`config.mk`:
```
export PLATFORM = sky130hd
export DESIGN_NAME = two_digit_text_scroller_unit_flat
export DESIGN_NICKNAME = d
export VERILOG_FILES = /design/src/tdts_pkg.sv /design/src/tdts_if.sv /design/src/tdts_ctrl.sv /design/src/tdts_dp.sv /design/src/two_digit_text_scroller_unit.sv /design/src/flat_wrapper.sv
export SDC_FILE = /design/constraint.sdc
export NUM_CORES = 1
export LEC_CHECK = 0
export BUFFER_PORTS_ARGS = -buffer_cell sky130_fd_sc_hd__buf_2
export CORE_AREA = 2 2 203 205
export CTS_CLUSTER_DIAMETER = 40
export CTS_CLUSTER_SIZE = 10
export DETAILED_ROUTE_END_ITERATION = 10
export DIE_AREA = 0 0 205 207
export GPL_TIMING_DRIVEN = 0
export SYNTH_ARGS = -nofsm -noshare
export SYNTH_HDL_FRONTEND = slang
export SYNTH_SLANG_ARGS = --single-unit
```
`constraint.sdc`:
```
create_clock -name clk -period 4.7 [get_ports clk]
set_input_delay 0.47 -clock clk [delete_from_list [all_inputs] [get_ports clk]]
set_output_delay 0.47 -clock clk [all_outputs]
set_load 0.02 [all_outputs]
```
`src/tdts_pkg.sv`:
```
// shared constants, codes and controller/datapath structs of the text scroller
`default_nettype none
package tdts_pkg;

  localparam int TEXT_DEPTH = 8;
  localparam int IDX_W      = (TEXT_DEPTH > 1) ? $clog2(TEXT_DEPTH) : 1;
  localparam int LEN_W      = $clog2(TEXT_DEPTH + 1);

  localparam int CODE_W   = 8;
  localparam int COLOR_W  = 2;
  localparam int KIND_W   = 2;
  localparam int TIME_W   = 32;
  localparam int PERIOD_W = 16;

  localparam int CFG_IDX_W  = 1;
  localparam int CFG_DATA_W = 16;

  localparam logic [PERIOD_W-1:0] PERIOD_RESET = PERIOD_W'(750);
  localparam logic [CODE_W-1:0]   DASH_RESET   = CODE_W'(64);
  localparam logic [LEN_W-1:0]    STATIC_LEN   = LEN_W'(2);

  // request kinds
  localparam logic [KIND_W-1:0] REQ_TICK = 2'd0;
  localparam logic [KIND_W-1:0] REQ_USER = 2'd1;
  localparam logic [KIND_W-1:0] REQ_SYS  = 2'd2;

  // configuration register indexes
  localparam logic [CFG_IDX_W-1:0] CFG_PERIOD = 1'b0;
  localparam logic [CFG_IDX_W-1:0] CFG_DASH   = 1'b1;

  typedef struct packed {
    logic capture;
    logic decode;
    logic cmp_step;
    logic copy;
    logic rd_left;
    logic rd_right;
    logic emit;
  } tdts_cmd_t;

  typedef struct packed {
    logic is_tick;
    logic is_sys_end;
    logic cmp_done;
    logic out_free;
  } tdts_sts_t;

endpackage
`default_nettype wire

```
`src/tdts_if.sv`:
```
// request, result and configuration channel interfaces of the text scroller
`default_nettype none
interface tdts_in_if import tdts_pkg::*; ();
  logic                valid;
  logic                ready;
  logic [KIND_W-1:0]   req_type;
  logic [CODE_W-1:0]   segment_code;
  logic [COLOR_W-1:0]  text_color;
  logic                is_last;
  logic [TIME_W-1:0]   now_ms;

  modport source (output valid, req_type, segment_code, text_color, is_last, now_ms,
                  input ready);
  modport sink   (input valid, req_type, segment_code, text_color, is_last, now_ms,
                  output ready);
endinterface

interface tdts_out_if import tdts_pkg::*; ();
  logic               valid;
  logic               ready;
  logic [CODE_W-1:0]  left_digit;
  logic [CODE_W-1:0]  right_digit;
  logic [COLOR_W-1:0] digit_color;

  modport source (output valid, left_digit, right_digit, digit_color, input ready);
  modport sink   (input valid, left_digit, right_digit, digit_color, output ready);
endinterface

interface tdts_cfg_if import tdts_pkg::*; ();
  logic                  valid;
  logic                  ready;
  logic [CFG_IDX_W-1:0]  index;
  logic [CFG_DATA_W-1:0] data;

  modport source (output valid, index, data, input ready);
  modport sink   (input valid, index, data, output ready);
endinterface
`default_nettype wire

```
`src/tdts_ctrl.sv`:
```
// sequencing state machine of the text scroller
`default_nettype none
module tdts_ctrl import tdts_pkg::*; (
  input  wire logic      clk,
  input  wire logic      rst,
  input  wire logic      in_valid,
  output logic           in_ready,
  input  wire tdts_sts_t sts,
  output tdts_cmd_t      cmd
);

  localparam logic [2:0] S_IDLE   = 3'd0;
  localparam logic [2:0] S_DECODE = 3'd1;
  localparam logic [2:0] S_CMP    = 3'd2;
  localparam logic [2:0] S_COPY   = 3'd3;
  localparam logic [2:0] S_LEFT   = 3'd4;
  localparam logic [2:0] S_RIGHT  = 3'd5;
  localparam logic [2:0] S_EMIT   = 3'd6;

  logic [2:0] state;
  logic [2:0] state_next;

  always_ff @(posedge clk) begin
    if (rst) begin
      state <= S_IDLE;
    end else begin
      state <= state_next;
    end
  end

  always_comb begin
    state_next = state;
    cmd        = '0;
    in_ready   = 1'b0;
    case (state)
      S_IDLE: begin
        in_ready    = 1'b1;
        cmd.capture = in_valid;
        if (in_valid) begin
          state_next = S_DECODE;
        end
      end
      S_DECODE: begin
        cmd.decode = 1'b1;
        if (sts.is_sys_end) begin
          state_next = S_CMP;
        end else if (sts.is_tick) begin
          state_next = S_LEFT;
        end else begin
          state_next = S_IDLE;
        end
      end
      S_CMP: begin
        cmd.cmp_step = 1'b1;
        if (sts.cmp_done) begin
          state_next = S_COPY;
        end
      end
      S_COPY: begin
        cmd.copy   = 1'b1;
        state_next = S_IDLE;
      end
      S_LEFT: begin
        cmd.rd_left = 1'b1;
        state_next  = S_RIGHT;
      end
      S_RIGHT: begin
        cmd.rd_right = 1'b1;
        state_next   = S_EMIT;
      end
      S_EMIT: begin
        if (sts.out_free) begin
          cmd.emit   = 1'b1;
          state_next = S_IDLE;
        end
      end
      default: begin
        state_next = S_IDLE;
      end
    endcase
  end

endmodule
`default_nettype wire

```
`src/tdts_dp.sv`:
```
// text stores, scroll state, configuration registers and result register
`default_nettype none
module tdts_dp import tdts_pkg::*; (
  input  wire logic                  clk,
  input  wire logic                  rst,
  input  wire tdts_cmd_t             cmd,
  output tdts_sts_t                  sts,
  input  wire logic [KIND_W-1:0]     req_type,
  input  wire logic [CODE_W-1:0]     segment_code,
  input  wire logic [COLOR_W-1:0]    text_color,
  input  wire logic                  is_last,
  input  wire logic [TIME_W-1:0]     now_ms,
  input  wire logic                  cfg_write,
  input  wire logic [CFG_IDX_W-1:0]  cfg_index,
  input  wire logic [CFG_DATA_W-1:0] cfg_data,
  output logic                       out_valid,
  input  wire logic                  out_ready,
  output logic [CODE_W-1:0]          left_digit,
  output logic [CODE_W-1:0]          right_digit,
  output logic [COLOR_W-1:0]         digit_color
);

  logic [PERIOD_W-1:0] update_period;
  logic [CODE_W-1:0]   dash_pattern;

  logic [CODE_W-1:0] user_store    [TEXT_DEPTH];
  logic [CODE_W-1:0] staging_store [TEXT_DEPTH];
  logic [CODE_W-1:0] system_store  [TEXT_DEPTH];

  logic [LEN_W-1:0]   user_length;
  logic [LEN_W-1:0]   system_length;
  logic [LEN_W-1:0]   load_count;
  logic [IDX_W-1:0]   scroll_position;
  logic               user_showing;
  logic [COLOR_W-1:0] user_color;
  logic [COLOR_W-1:0] system_color;
  logic [TIME_W-1:0]  last_step_time;

  // captured request
  logic [KIND_W-1:0]  cap_kind;
  logic [CODE_W-1:0]  cap_code;
  logic [COLOR_W-1:0] cap_color;
  logic               cap_last;
  logic [TIME_W-1:0]  cap_now;

  // working registers
  logic [LEN_W-1:0]  text_len;
  logic [IDX_W-1:0]  cmp_idx;
  logic              differ;
  logic              due;
  logic [IDX_W-1:0]  eff_pos;
  logic [CODE_W-1:0] left_r;
  logic [CODE_W-1:0] right_r;

  logic [LEN_W-1:0]  load_next;
  logic              load_room;
  logic [TIME_W-1:0] elapsed;
  logic [LEN_W-1:0]  shown_len;
  logic [LEN_W-1:0]  pos_next;
  logic [IDX_W-1:0]  pos_next_idx;
  logic              pos_next_in;

  assign load_room    = load_count < LEN_W'(TEXT_DEPTH);
  assign load_next    = load_room ? load_count + LEN_W'(1) : LEN_W'(TEXT_DEPTH);
  assign elapsed      = cap_now - last_step_time;
  assign shown_len    = user_showing ? user_length : system_length;
  assign pos_next     = LEN_W'(eff_pos) + LEN_W'(1);
  assign pos_next_idx = pos_next[IDX_W-1:0];
  assign pos_next_in  = pos_next < shown_len;

  assign sts.is_tick    = cap_kind == REQ_TICK;
  assign sts.is_sys_end = (cap_kind == REQ_SYS) && cap_last;
  assign sts.cmp_done   = (LEN_W'(cmp_idx) + LEN_W'(1)) == text_len;
  assign sts.out_free   = !out_valid || out_ready;

  // user and staging stores hold no reset value
  always_ff @(posedge clk) begin
    if (cmd.decode && load_room) begin
      if (cap_kind == REQ_USER) begin
        user_store[load_count[IDX_W-1:0]] <= cap_code;
      end else if (cap_kind == REQ_SYS) begin
        staging_store[load_count[IDX_W-1:0]] <= cap_code;
      end
    end
  end

  // captured request and scratch values
  always_ff @(posedge clk) begin
    if (cmd.capture) begin
      cap_code  <= segment_code;
      cap_color <= text_color;
      cap_last  <= is_last;
      cap_now   <= now_ms;
    end
    if (cmd.decode) begin
      due <= elapsed > TIME_W'(update_period);
      if (LEN_W'(scroll_position) >= shown_len) begin
        eff_pos <= '0;
      end else begin
        eff_pos <= scroll_position;
      end
      text_len <= load_next;
      cmp_idx  <= '0;
    end
    if (cmd.cmp_step) begin
      cmp_idx <= cmp_idx + IDX_W'(1);
    end
    if (cmd.rd_left) begin
      if (shown_len == '0) begin
        left_r <= dash_pattern;
      end else if (user_showing) begin
        left_r <= user_store[eff_pos];
      end else begin
        left_r <= system_store[eff_pos];
      end
    end
    if (cmd.rd_right) begin
      if (shown_len == '0) begin
        right_r <= dash_pattern;
      end else if (user_showing) begin
        right_r <= pos_next_in ? user_store[pos_next_idx] : dash_pattern;
      end else begin
        right_r <= pos_next_in ? system_store[pos_next_idx] : system_store[0];
      end
    end
    if (cmd.emit) begin
      left_digit  <= left_r;
      right_digit <= right_r;
      digit_color <= user_showing ? user_color : system_color;
    end
  end

  always_ff @(posedge clk) begin
    if (rst) begin
      update_period   <= PERIOD_RESET;
      dash_pattern    <= DASH_RESET;
      for (int i = 0; i < TEXT_DEPTH; i++) begin
        system_store[i] <= '0;
      end
      user_length     <= '0;
      system_length   <= '0;
      load_count      <= '0;
      scroll_position <= '0;
      user_showing    <= 1'b0;
      user_color      <= '0;
      system_color    <= '0;
      last_step_time  <= '0;
      cap_kind        <= REQ_TICK;
      differ          <= 1'b0;
      out_valid       <= 1'b0;
    end else begin
      if (cfg_write) begin
        case (cfg_index)
          CFG_PERIOD: update_period <= cfg_data[PERIOD_W-1:0];
          CFG_DASH:   dash_pattern  <= cfg_data[CODE_W-1:0];
          default:    ;
        endcase
      end
      if (out_valid && out_ready && !cmd.emit) begin
        out_valid <= 1'b0;
      end
      if (cmd.capture) begin
        cap_kind <= req_type;
      end
      if (cmd.decode && ((cap_kind == REQ_USER) || (cap_kind == REQ_SYS))) begin
        differ <= 1'b0;
        if (!cap_last) begin
          load_count <= load_next;
        end else begin
          load_count <= '0;
          if (cap_kind == REQ_USER) begin
            user_length     <= load_next;
            user_color      <= cap_color;
            user_showing    <= 1'b1;
            scroll_position <= '0;
          end
        end
      end
      if (cmd.cmp_step && (system_store[cmp_idx] != staging_store[cmp_idx])) begin
        differ <= 1'b1;
      end
      if (cmd.copy && differ) begin
        for (int i = 0; i < TEXT_DEPTH; i++) begin
          if (LEN_W'(i) < text_len) begin
            system_store[i] <= staging_store[i];
          end
        end
        system_length   <= text_len;
        system_color    <= cap_color;
        scroll_position <= '0;
      end
      if (cmd.emit) begin
        out_valid <= 1'b1;
        if (user_showing) begin
          if (due) begin
            last_step_time <= cap_now;
            if ((user_length == '0) || !pos_next_in) begin
              user_showing    <= 1'b0;
              scroll_position <= '0;
            end else begin
              scroll_position <= pos_next_idx;
            end
          end
        end else if ((system_length != '0) && (system_length != STATIC_LEN) && due) begin
          last_step_time  <= cap_now;
          scroll_position <= pos_next_in ? pos_next_idx : '0;
        end
      end
    end
  end

endmodule
`default_nettype wire

```
`src/two_digit_text_scroller_unit.sv`:
```
// top level of the two-digit text scroller: channels, controller and datapath
// sequence: a code request passes through capture and decode; a system end mark
//   then compares the n staged codes one entry a cycle and copies them at once
// a refresh tick reads the left and right digits, then loads the output register once it is free
// one request at a time, set by the state machine
// reset (rst, synchronous): system store, lengths, position, colours and timer cleared,
//   update_period back to 750 and dash_pattern to 64; no clearing pass is needed
`default_nettype none
module two_digit_text_scroller_unit import tdts_pkg::*; (
  input  wire logic   clk,
  input  wire logic   rst,
  tdts_in_if.sink     in_ch,
  tdts_out_if.source  out_ch,
  tdts_cfg_if.sink    cfg
);

  tdts_cmd_t cmd;
  tdts_sts_t sts;
  logic      in_ready;

  // always taken; the user must issue writes only while the block is idle, unenforced
  assign cfg.ready   = 1'b1;
  assign in_ch.ready = in_ready;

  // sequencer: one request in flight, waits for a free output register on ticks
  tdts_ctrl u_ctrl (
    .clk      (clk),
    .rst      (rst),
    .in_valid (in_ch.valid),
    .in_ready (in_ready),
    .sts      (sts),
    .cmd      (cmd)
  );

  // stores, scroll state and the registered result
  tdts_dp u_dp (
    .clk          (clk),
    .rst          (rst),
    .cmd          (cmd),
    .sts          (sts),
    .req_type     (in_ch.req_type),
    .segment_code (in_ch.segment_code),
    .text_color   (in_ch.text_color),
    .is_last      (in_ch.is_last),
    .now_ms       (in_ch.now_ms),
    .cfg_write    (cfg.valid),
    .cfg_index    (cfg.index),
    .cfg_data     (cfg.data),
    .out_valid    (out_ch.valid),
    .out_ready    (out_ch.ready),
    .left_digit   (out_ch.left_digit),
    .right_digit  (out_ch.right_digit),
    .digit_color  (out_ch.digit_color)
  );

endmodule
`default_nettype wire

```
`src/flat_wrapper.sv`:
```
// flat-port wrapper written by rule: the top's interface ports become plain ports
module two_digit_text_scroller_unit_flat import tdts_pkg::*;
  (clk, rst, in_ch_valid, in_ch_req_type, in_ch_segment_code, in_ch_text_color, in_ch_is_last, in_ch_now_ms, in_ch_ready, out_ch_valid, out_ch_left_digit, out_ch_right_digit, out_ch_digit_color, out_ch_ready, cfg_valid, cfg_index, cfg_data, cfg_ready);
  tdts_in_if in_ch_i ();
  tdts_out_if out_ch_i ();
  tdts_cfg_if cfg_i ();
  input  wire logic clk;
  input  wire logic rst;
  input wire logic [$bits(in_ch_i.valid)-1:0] in_ch_valid;
  input wire logic [$bits(in_ch_i.req_type)-1:0] in_ch_req_type;
  input wire logic [$bits(in_ch_i.segment_code)-1:0] in_ch_segment_code;
  input wire logic [$bits(in_ch_i.text_color)-1:0] in_ch_text_color;
  input wire logic [$bits(in_ch_i.is_last)-1:0] in_ch_is_last;
  input wire logic [$bits(in_ch_i.now_ms)-1:0] in_ch_now_ms;
  output wire logic [$bits(in_ch_i.ready)-1:0] in_ch_ready;
  output wire logic [$bits(out_ch_i.valid)-1:0] out_ch_valid;
  output wire logic [$bits(out_ch_i.left_digit)-1:0] out_ch_left_digit;
  output wire logic [$bits(out_ch_i.right_digit)-1:0] out_ch_right_digit;
  output wire logic [$bits(out_ch_i.digit_color)-1:0] out_ch_digit_color;
  input wire logic [$bits(out_ch_i.ready)-1:0] out_ch_ready;
  input wire logic [$bits(cfg_i.valid)-1:0] cfg_valid;
  input wire logic [$bits(cfg_i.index)-1:0] cfg_index;
  input wire logic [$bits(cfg_i.data)-1:0] cfg_data;
  output wire logic [$bits(cfg_i.ready)-1:0] cfg_ready;
  assign in_ch_i.valid = in_ch_valid;
  assign in_ch_i.req_type = in_ch_req_type;
  assign in_ch_i.segment_code = in_ch_segment_code;
  assign in_ch_i.text_color = in_ch_text_color;
  assign in_ch_i.is_last = in_ch_is_last;
  assign in_ch_i.now_ms = in_ch_now_ms;
  assign in_ch_ready = in_ch_i.ready;
  assign out_ch_valid = out_ch_i.valid;
  assign out_ch_left_digit = out_ch_i.left_digit;
  assign out_ch_right_digit = out_ch_i.right_digit;
  assign out_ch_digit_color = out_ch_i.digit_color;
  assign out_ch_i.ready = out_ch_ready;
  assign cfg_i.valid = cfg_valid;
  assign cfg_i.index = cfg_index;
  assign cfg_i.data = cfg_data;
  assign cfg_ready = cfg_i.ready;
  two_digit_text_scroller_unit u_core (.clk(clk), .rst(rst), .in_ch(in_ch_i), .out_ch(out_ch_i), .cfg(cfg_i));
endmodule
```
==> metrics.txt, run 1 <==
status finished, final reports clean; proportion of layout cells with a drive suffix above 1 0.239; minimum clock period 4.43 ns; number of nets in the layout 1654; H-Tree Level Count 2; CTS tree built; critical path data arrival time 4.75 ns; IR drop worst, VDD 0.000304 V; Main synth FF type sky130_fd_sc_hd__edfxtp_1; first-pass detailed-route iteration total 5; last weighted congestion value of the routability-driven placer 0.870; number of I/O pins 88; die area 0.0424 mm2; routed via count 12000; first-pass GRT wire length 69700 um; f_max 226 MHz; final worst clock skew 0.0198 ns; final setup vio count 0; most frequent cells in the layout sky130_fd_sc_hd__edfxtp_1, sky130_fd_sc_hd__nand2_1, sky130_fd_sc_hd__mux4_2; maximum number of pins on one net before global-route repair 28; Via-to-Cell Ratio 5.70; # rows 74; layout overhead on the synthesized area 18.2%; clock slew at reported path FFs 0.05 ns; via count of the first global-routing pass 11700; net count after synthesis 1495; normalized max-slew margin 0.0630; leakage dissipation 7.42 nW; maximum buffer depth of the clock tree 3; maximum cell stage delay along the critical path 0.53 ns; chain of cells forming the critical path ha_1, nor2b_4, o2111ai_2, nand2_1, and2_4, o21ai_2, nand2b_1, a21o_1, a21oi_2, xnor2_2, ha_1, nand4_1, or4_4, or3_4, a211oi_2, o311a_1, o21ai_2, nor4_2, nand4_1; gate count after technology mapping 1368; crit path capture type register; width of the die 205 um; Mean Syn Cell Area 13.1 um2; crit path setup slack, layout 0.267 ns; unrepaired setup endpoints after global routing no; buffer type at the clock tree root sky130_fd_sc_hd__clkbuf_16; pins over their slew limit 0; sequential share of the synthesized area 0.567; Max stage delay cell, worst path sky130_fd_sc_hd__or4_4; residual overflow from global routing 0; crit path launch type register; class of the tightest hold or removal check input pin to register; WL per Instance 22.0 um; Max-cap violations 0; most frequent standard cell in the layout excluding fill and tap cells sky130_fd_sc_hd__edfxtp_1; number of DRC markers in iteration 0 970; antenna violation net count after detailed routing 0; transition time of the tightest slew-check pin 1.40 ns; power density cells 436 mW/mm2; Distinct cells, synth 74; core area 0.0404 mm2; required time of the worst setup path 5.02 ns; number of warning messages in the yosys log 0; post-route clock period utilization 0.943; Crit Path Class register to register; worst-case setup slack after placement -0.126 ns; initial antenna violation count 0; EDFF count, synth 280; Skew-Pair Late Insertion Delay 0.61 ns; worst-case register-to-register setup slack 0.27 ns; combined area of all synthesized cells 0.0180 mm2; initial standard-cell utilization of the core 0.445; post-synthesis register bit count 369; die outline height 207 um; number of clock buffers inserted by TritonCTS 59; detailed-placement wirelength estimate 33400 um; remaining design rule violation count 0; final count of hold timing violations 0; Inserted Diodes 0; port bufs 86; ys async rst share 0; cell area after layout 0.0212 mm2; total number of clock tree sinks 369; aggregate negative setup slack 0 ns; DP Area 0.0192 mm2; WHS 0.0302 ns; Crit Path Max Fanout 3; utilization after layout 0.526; gr usage total 0.221; DRT Wirelength 46300 um
## what timing repair did
item,4_1_cts,5_1_grt
endpoints found under the setup margin,1,1
buffers inserted,2,4
endpoints found under the hold margin,2,0
gates resized for setup,2,28
pin swaps,1,17
hold buffers,2,0
## flip-flops by register name (all words and copies together), names as in the netlist, 8 cells and up, named ones only
signal	count
u_core.u_dp.cap_code	8
u_core.u_dp.cap_now	32
u_core.u_dp.dash_pattern	8
u_core.u_dp.last_step_time	32
u_core.u_dp.left_digit	8
u_core.u_dp.left_r	8
u_core.u_dp.right_digit	8
u_core.u_dp.right_r	8
u_core.u_dp.staging_store	64
u_core.u_dp.system_store	64
u_core.u_dp.update_period	16
u_core.u_dp.user_store	64
## metal layers
metal	routed length (um)	up-vias	global-route usage
met2	20800	495	0.331
li1	-	5485	-
met5	0	-	0
met3	4040	93	0.0571
met4	1340	0	0.0717
met1	20100	5912	0.314
## power breakdown
group / total [mW] / leakage, nW / switching (mW) / internal, mW
combinational: 1.38 / 3.14 / 0.769 / 0.614
sequential: 3.76 / 3.35 / 0.108 / 3.66
clock: 4.13 / 0.924 / 1.56 / 2.57
total: 9.27 / 7.42 / 2.44 / 6.84
## through the flow
step	cells	power (mW)
after CTS	2098	9.30
final	2102	9.27
after global placement	1986	5.14
after global routing	2102	9.59
after detailed placement	1990	5.16
after floorplan	1368	4.74
## cells by family after synthesis
logic type / Yosys count / synth area share
buffers and inverters: 136 / 0.0296
DFF: 369 / 0.567
AOI/OAI and AO/OA: 230 / 0.0817
other: 1 / 0.000209
xor gates and xnor gates: 43 / 0.0214
and+or+nand+nor: 399 / 0.107
adders and majority gates: 60 / 0.0422
muxes: 130 / 0.151
## Yosys cell counts (all sizes together), types with 9 or more instances
master / count / share of area
o22ai: 9 / 0.0031
nor3: 15 / 0.0042
nor2: 72 / 0.015
nor4: 10 / 0.0035
xnor2: 26 / 0.013
inv: 63 / 0.013
mux4: 112 / 0.14
xor2: 17 / 0.0087
nand3: 20 / 0.0056
ha: 59 / 0.041
o21ai: 26 / 0.0074
nand4: 12 / 0.0042
and3: 9 / 0.0034
nand2b: 14 / 0.0049
buf: 18 / 0.0049
and2: 58 / 0.020
a21o: 19 / 0.0079
nand2: 149 / 0.031
nor2b: 22 / 0.0077
a21oi: 112 / 0.031
edfxtp: 280 / 0.47
clkbuf: 54 / 0.011
dfxtp: 89 / 0.099
mux2: 12 / 0.0075
## path summary, 6_finish.rpt
| kind | from | end | depth (start not counted) |
|---|---|---|---|
| hold reg to reg | u_core.u_dp.left_r[0] | u_core.u_dp.left_digit[0] | 0 |
| setup reg to reg | u_core.u_dp.cap_now[1] | u_core.u_dp.due | 19 |
| setup / recovery | u_core.u_dp.cap_now[1] | u_core.u_dp.due | 19 |
| hold / removal | in_ch_segment_code[4] | u_core.u_dp.cap_code[4] | 1 |
## area by class of cell
cell class | instances | area [um2]
Fill cell | 3476 | 19100
Sequential cell | 369 | 10200
Multi-Input combinational cell | 863 | 7420
Clock buffer | 73 | 1590
Tap cell | 532 | 666
Timing Repair Buffer | 98 | 553
Clock inverter | 31 | 298
Buffer | 72 | 294
Inverter | 64 | 240
## worst max-delay path: cells and delay by family, from the launching register on
kind | cells | cell delay (ns)
compound gates | 7 | 1.13
fa+ha+maj | 2 | 0.64
simple gates | 9 | 1.84
flops | 1 | 0.43
xor+xnor | 1 | 0.09
Power figures use the tool's default switching activity.
==> inputs of run 2 (changes only) <==
- REMOVE_ABC_BUFFERS: not set -> 1
==> metrics.txt, run 2 (synthesis results as in run 1) <==
crit path to u_core.u_dp.due; crit path from u_core.u_dp.cap_now[0]; detailed-placement wirelength estimate 30200 um (-9.5%); WL per Instance 20.7 um (-6.2%); Inserted Diodes 0 (unchanged); number of clock buffers inserted by TritonCTS 56 (-5.1%); number of I/O pins 88 (unchanged); required time of the worst setup path 5.02 ns (about the same); total placed cells including tap cells 1927 (-3.2%); core area 0.0404 mm2 (unchanged); fill count 3432 (-1.3%); final setup vio count 0 (unchanged); pins over their slew limit 0 (unchanged); via count of the first global-routing pass 11400 (-1.8%); most frequent standard cell in the layout excluding fill and tap cells sky130_fd_sc_hd__edfxtp_1; class of the tightest hold or removal check input pin to register; utilization after layout 0.522 (-0.00459); gr usage total 0.201 (-0.0199); buffer type at the clock tree root sky130_fd_sc_hd__clkbuf_16; first-pass GRT wire length 64800 um (-7.1%); start of the worst register-to-register path u_core.u_dp.cap_now[0]; f_max 223 MHz (-1.3%); initial standard-cell utilization of the core 0.445 (unchanged); cell internal power dissipation 6.84 mW (about the same); sequential share of power 0.415 (+0.009); DRT Wirelength 42000 um (-9.2%); Skew-Pair Late Insertion Delay 0.60 ns (about the same); die outline height 207 um (unchanged); IR drop worst, VDD 0.000248 V (-18%); part of the total power dissipated in the clock network 0.443 (-0.002); proportion of layout cells with a drive suffix above 1 0.244 (+0.00469); remaining design rule violation count 0 (unchanged); Crit Path Class register to register; normalized max-slew margin 0.121 (+0.0581); count of cells along the worst register-to-register path 18 (-1); most frequent cells in the layout sky130_fd_sc_hd__edfxtp_1, sky130_fd_sc_hd__nand2_1, sky130_fd_sc_hd__mux4_2; maximum buffer depth of the clock tree 3 (unchanged); layout overhead on the synthesized area 17.1%; leakage dissipation 7.31 nW (-1.5%); post-route clock period utilization 0.956 (+0.0129); fraction of power spent switching nets 0.254 (-0.00917); Via-to-Cell Ratio 5.59 (-2.0%); final count of hold timing violations 0 (unchanged); share of total power in combinational logic 0.141 (-0.008); number of DRC markers in iteration 0 840 (-13%); worst-case register-to-register setup slack 0.21 ns (-0.06 ns); critical path data arrival time 4.81 ns (+0.06 ns); overall power consumption 9.17 mW (-1.2%); clock slew at reported path FFs 0.05 ns (about the same); H-Tree Level Count 2 (unchanged); crit path capture type register; Max-cap violations 0 (unchanged); routed via count 11400 (-5.1%); crit path launch type register; total number of clock tree sinks 369 (unchanged); CTS tree built; last weighted congestion value of the routability-driven placer 0.820 (-5.8%); transition time of the tightest slew-check pin 1.31 ns (-0.0921 ns); first-pass detailed-route iteration total 5 (unchanged); unrepaired setup endpoints after global routing yes; # rows 74 (unchanged); antenna violation net count after detailed routing 0 (unchanged); cts hold-fix bufs 0 (-2); Post-Layout Cell Count 2035 (-3.2%); capture point of the worst reg-to-reg path u_core.u_dp.due; minimum clock period 4.49 ns (+0.0604 ns); number of nets in the layout 1590 (-3.9%); status finished, final reports clean; initial antenna violation count 0 (unchanged); die area 0.0424 mm2 (unchanged); power dissipated by switching net loads 2.33 mW (-4.6%); Crit Path Max Fanout 3 (unchanged); maximum number of pins on one net before global-route repair 75 (+170%); width of the die 205 um (unchanged); port bufs 86 (unchanged); residual overflow from global routing 0 (unchanged); power density cells 435 mW/mm2 (-0.28%); final worst clock skew 0.0264 ns (+0.00657 ns)
-- run 2: changes by cell type in the layout (fill, tap and decap cells not counted), moves of 5 or more --
| cell | before | now |
|---|---|---|
| sky130_fd_sc_hd__buf_2 | 99 | 87 |
| sky130_fd_sc_hd__clkbuf_1 | 60 | 10 |
| sky130_fd_sc_hd__inv_6 | 9 | 3 |
| sky130_fd_sc_hd__buf_12 | 1 | 6 |
| sky130_fd_sc_hd__dfxtp_1 | 88 | 83 |
| sky130_fd_sc_hd__buf_4 | 7 | 12 |
-- run 2: power by group through the flow --
| stage | clock network (mW) | logic, mW | registers (mW) |
|---|---|---|---|
| detailed placement | 0 | 1.27 | 3.87 |
| global route | 4.26 | 1.41 | 3.83 |
| global placement | 0 | 1.15 | 3.96 |
| finish | 4.06 | 1.30 | 3.81 |
| floorplan | 0 | 0.847 | 3.86 |
| CTS | 4.13 | 1.29 | 3.81 |
-- run 2: repair_timing --
item                       in CTS  in global routing
gates cloned                    0                  0
pin swaps                       5                 15
setup endpoints to repair       1                  1
gates resized for setup         3                 18
buffers inserted                3                  7
-- run 2: worst max-delay path, cell delays in order, from the launching register on --
cell and delay [ns]:
sky130_fd_sc_hd__edfxtp_1 0.38, sky130_fd_sc_hd__inv_1 0.06, sky130_fd_sc_hd__ha_2 0.18, sky130_fd_sc_hd__fa_2 0.34, sky130_fd_sc_hd__and2b_1 0.24, sky130_fd_sc_hd__o2111ai_2 0.16, sky130_fd_sc_hd__a21oi_2 0.29, sky130_fd_sc_hd__o2111ai_2 0.15
sky130_fd_sc_hd__nand2_1 0.12, sky130_fd_sc_hd__xor2_1 0.08, sky130_fd_sc_hd__ha_1 0.32, sky130_fd_sc_hd__nand4_1 0.15, sky130_fd_sc_hd__or4_4 0.45, sky130_fd_sc_hd__or3_4 0.36, sky130_fd_sc_hd__a211oi_2 0.20, sky130_fd_sc_hd__o311a_1 0.20
sky130_fd_sc_hd__o21ai_2 0.06, sky130_fd_sc_hd__nor4_2 0.32, sky130_fd_sc_hd__nand4_1 0.17
-- run 2: layout make-up --
| cell class | count | area (um2) | share of cell area |
|---|---|---|---|
| clock buffer | 69 | 1510 | 0.0719 |
| clock inverter | 29 | 329 | 0.0156 |
| inverter | 64 | 240 | 0.0114 |
| multi-input combinational | 863 | 7380 | 0.351 |
| sequential | 369 | 10200 | 0.484 |
| tap | 532 | 666 | 0.0316 |
| timing repair buffer | 109 | 731 | 0.0347 |
-- run 2: how the worst min path moves through the flow --
stage	from	end	slack, ns	cells after the start
3_5_place_dp	u_core.u_dp.right_r[4]	u_core.u_dp.right_digit[4]	0.41	0
4_1_cts	in_ch_segment_code[1]	u_core.u_dp.cap_code[1]	0.009	1
3_3_place_gp	u_core.u_dp.left_r[1]	u_core.u_dp.left_digit[1]	0.40	0
5_1_grt	in_ch_now_ms[15]	u_core.u_dp.cap_now[15]	0.03	1
6_report	in_ch_segment_code[1]	u_core.u_dp.cap_code[1]	0.04	1
2_1_floorplan	u_core.u_dp.left_r[0]	u_core.u_dp.left_digit[0]	0.40	0
-- run 2: per-layer routing --
metal  part of all wire  up-vias  wire length [um]  global-route usage
met5                  0        -                 0                   0
met4              0.023        0               952              0.0630
met3              0.058       69              2440              0.0310
met2               0.50      319             21100               0.341
met1               0.42     5636             17500               0.265
li1                   -     5350                 -                   -
-- run 2: metrics by stage --
step                      setup WS, ns  hold WS, ns  setup TNS (ns)  cell area (um2)
after CTS                      0.00413      0.00905               0            20900
after floorplan                  0.542        0.400               0            17700
after detailed placement        -0.248        0.405          -0.248            19000
after global routing           -0.0697       0.0268         -0.0697            21100
final                            0.206       0.0365               0            21100
after global placement           -1.30        0.401          -22.01            18800
==> inputs of run 3 (changes only) <==
- clock period: 4.7 -> 4.5 ns (I/O delays scaled with it)
==> metrics.txt, run 3 (synthesis results as in run 1) <==
H-Tree Level Count 2 (unchanged); buffer type at the clock tree root sky130_fd_sc_hd__clkbuf_16; final setup vio count 1 (+1); layout overhead on the synthesized area 18.6%; Crit Path Max Fanout 2 (-1); Skew-Pair Late Insertion Delay 0.60 ns (about the same); final worst clock skew 0.0310 ns (+0.00460 ns); clock slew at reported path FFs 0.05 ns (about the same); CTS tree built; maximum cell stage delay along the critical path 0.49 ns (+0.04 ns); final count of hold timing violations 0 (unchanged); critical path data arrival time 4.85 ns (+0.04 ns); most frequent standard cell in the layout excluding fill and tap cells sky130_fd_sc_hd__edfxtp_1; first-pass detailed-route iteration total 5 (unchanged); antenna violation net count after detailed routing 0 (unchanged); number of I/O pins 88 (unchanged); violated checks setup timing; required time of the worst setup path 4.81 ns (-0.21 ns); port bufs 86 (unchanged); maximum number of pins on one net before global-route repair 75 (unchanged); Max-cap violations 0 (unchanged); via count of the first global-routing pass 11600 (+0.95%); crit path capture type register; DRT Wirelength 42300 um (+0.52%); minimum clock period 4.53 ns (+0.0414 ns); count of cells along the worst register-to-register path 18 (unchanged); die area 0.0424 mm2 (unchanged); last weighted congestion value of the routability-driven placer 0.820 (unchanged); crit path setup slack, layout -0.0349 ns (-0.241 ns); Crit Path Class register to register; power density cells 450 mW/mm2 (+3.5%); maximum buffer depth of the clock tree 3 (unchanged); total number of clock tree sinks 369 (unchanged); chain of cells forming the critical path inv_1, ha_2, fa_2, and2b_2, o2111ai_4, nand2_1, a21o_1, a21oi_2, xnor2_1, ha_1, nand4_1, or4_4, or3_4, a211oi_2, o311a_1, o21ai_2, nor4_2, nand4_1; proportion of layout cells with a drive suffix above 1 0.247 (+0.00255); aggregate negative setup slack -0.0349 ns (-0.0349 ns); Inserted Diodes 0 (unchanged); core area 0.0404 mm2 (unchanged); post-route clock period utilization 1.01 (+0.0517); WP buf/inv 1 (unchanged); number of DRC markers in iteration 0 749 (-11%); transition time of the tightest slew-check pin 1.31 ns (-0.000548 ns); leakage dissipation 7.41 nW (+1.4%); residual overflow from global routing 0 (unchanged); kind of cell adding the most delay to the critical path simple AND/OR/NAND/NOR gates; class of the tightest hold or removal check input pin to register; # rows 74 (unchanged); logic depth of the worst setup path including buffers 18 (unchanged); IR drop worst, VDD 0.000259 V (+4.8%); depth of the worst hold-timing path 1 (unchanged); f_max 221 MHz (-0.91%); most repeated library cell on the critical path sky130_fd_sc_hd__nand4_1; first-pass GRT wire length 65000 um (+0.33%); most frequent cells in the layout sky130_fd_sc_hd__edfxtp_1, sky130_fd_sc_hd__nand2_1, sky130_fd_sc_hd__mux4_2; initial antenna violation count 0 (unchanged); Max stage delay cell, worst path sky130_fd_sc_hd__or4_4; number of nets in the layout 1615 (+1.6%); WL per Instance 20.5 um (-0.70%); remaining design rule violation count 0 (unchanged); gr usage total 0.201 (+0.000491); width of the die 205 um (unchanged); overall power consumption 9.61 mW (+4.8%); routed via count 11400 (+0.59%); unrepaired setup endpoints after global routing yes; pins over their slew limit 0 (unchanged); worst-case register-to-register setup slack -0.03 ns (-0.24 ns); status complete, but fails checks; normalized max-slew margin 0.122 (+0.000368); number of clock buffers inserted by TritonCTS 56 (unchanged); detailed-placement wirelength estimate 30200 um (unchanged); die outline height 207 um (unchanged); initial standard-cell utilization of the core 0.445 (unchanged); crit path launch type register; Via-to-Cell Ratio 5.55 (-0.63%)
-- run 3: changes by cell type in the layout (fill, tap and decap cells not counted), moves of 2 or more --
| cell | change |
|---|---|
| sky130_fd_sc_hd__ha_2 | +4 |
| sky130_fd_sc_hd__buf_4 | +3 |
| sky130_fd_sc_hd__a21oi_1 | -2 |
| sky130_fd_sc_hd__a21oi_4 | +2 |
| sky130_fd_sc_hd__ha_1 | -3 |
| sky130_fd_sc_hd__dlygate4sd3_1 | +22 |
-- run 3: cell type report --
class	instances	area [um2]
Fill cell	3403	19000
Sequential cell	369	10200
Multi-Input combinational cell	863	7410
Clock buffer	69	1510
Timing Repair Buffer	134	973
Tap cell	532	666
Clock inverter	29	329
Inverter	64	240
-- run 3: power by group --
part / switching (mW) / leakage [nW] / internal [mW]
Combinational: 0.708 / 3.18 / 0.677
Sequential: 0.157 / 3.35 / 3.82
Clock: 1.58 / 0.885 / 2.67
Total: 2.44 / 7.41 / 7.17
-- run 3: worst paths after layout --
path	startpoint	to
worst max register to register	u_core.u_dp.cap_now[0]	u_core.u_dp.due
worst max-delay path	u_core.u_dp.cap_now[0]	u_core.u_dp.due
worst min register to register	u_core.u_dp.right_r[4]	u_core.u_dp.right_digit[4]
worst min-delay path	in_ch_now_ms[13]	u_core.u_dp.cap_now[13]
-- run 3: routing by layer --
metal	track usage	wire, um
met4	0.0643	978
met5	0	0
met1	0.265	17700
met2	0.342	21200
met3	0.0310	2330
-- run 3: repair_timing --
action | in CTS | in global routing
buffers inserted | 6 | 7
hold buffers | 22 | 0
pin swaps | 11 | 16
gates cloned | 0 | 0
endpoints found under the setup margin | 1 | 1
gates resized for setup | 14 | 16
hold endpoints to repair | 22 | 0
-- run 3: stage by stage --
stage	util	instances	area [um2]	setup slack [ns]	hold WS [ns]
after floorplan	-	1296	17700	0.342	0.400
after global placement	0.465	1914	18800	-1.50	0.401
after detailed placement	0.472	1927	19000	-0.448	0.405
after CTS	0.526	2053	21200	0.0240	0.000282
after global routing	0.528	2060	21300	-0.246	0.0117
final	0.528	2060	21300	-0.0349	0.0247
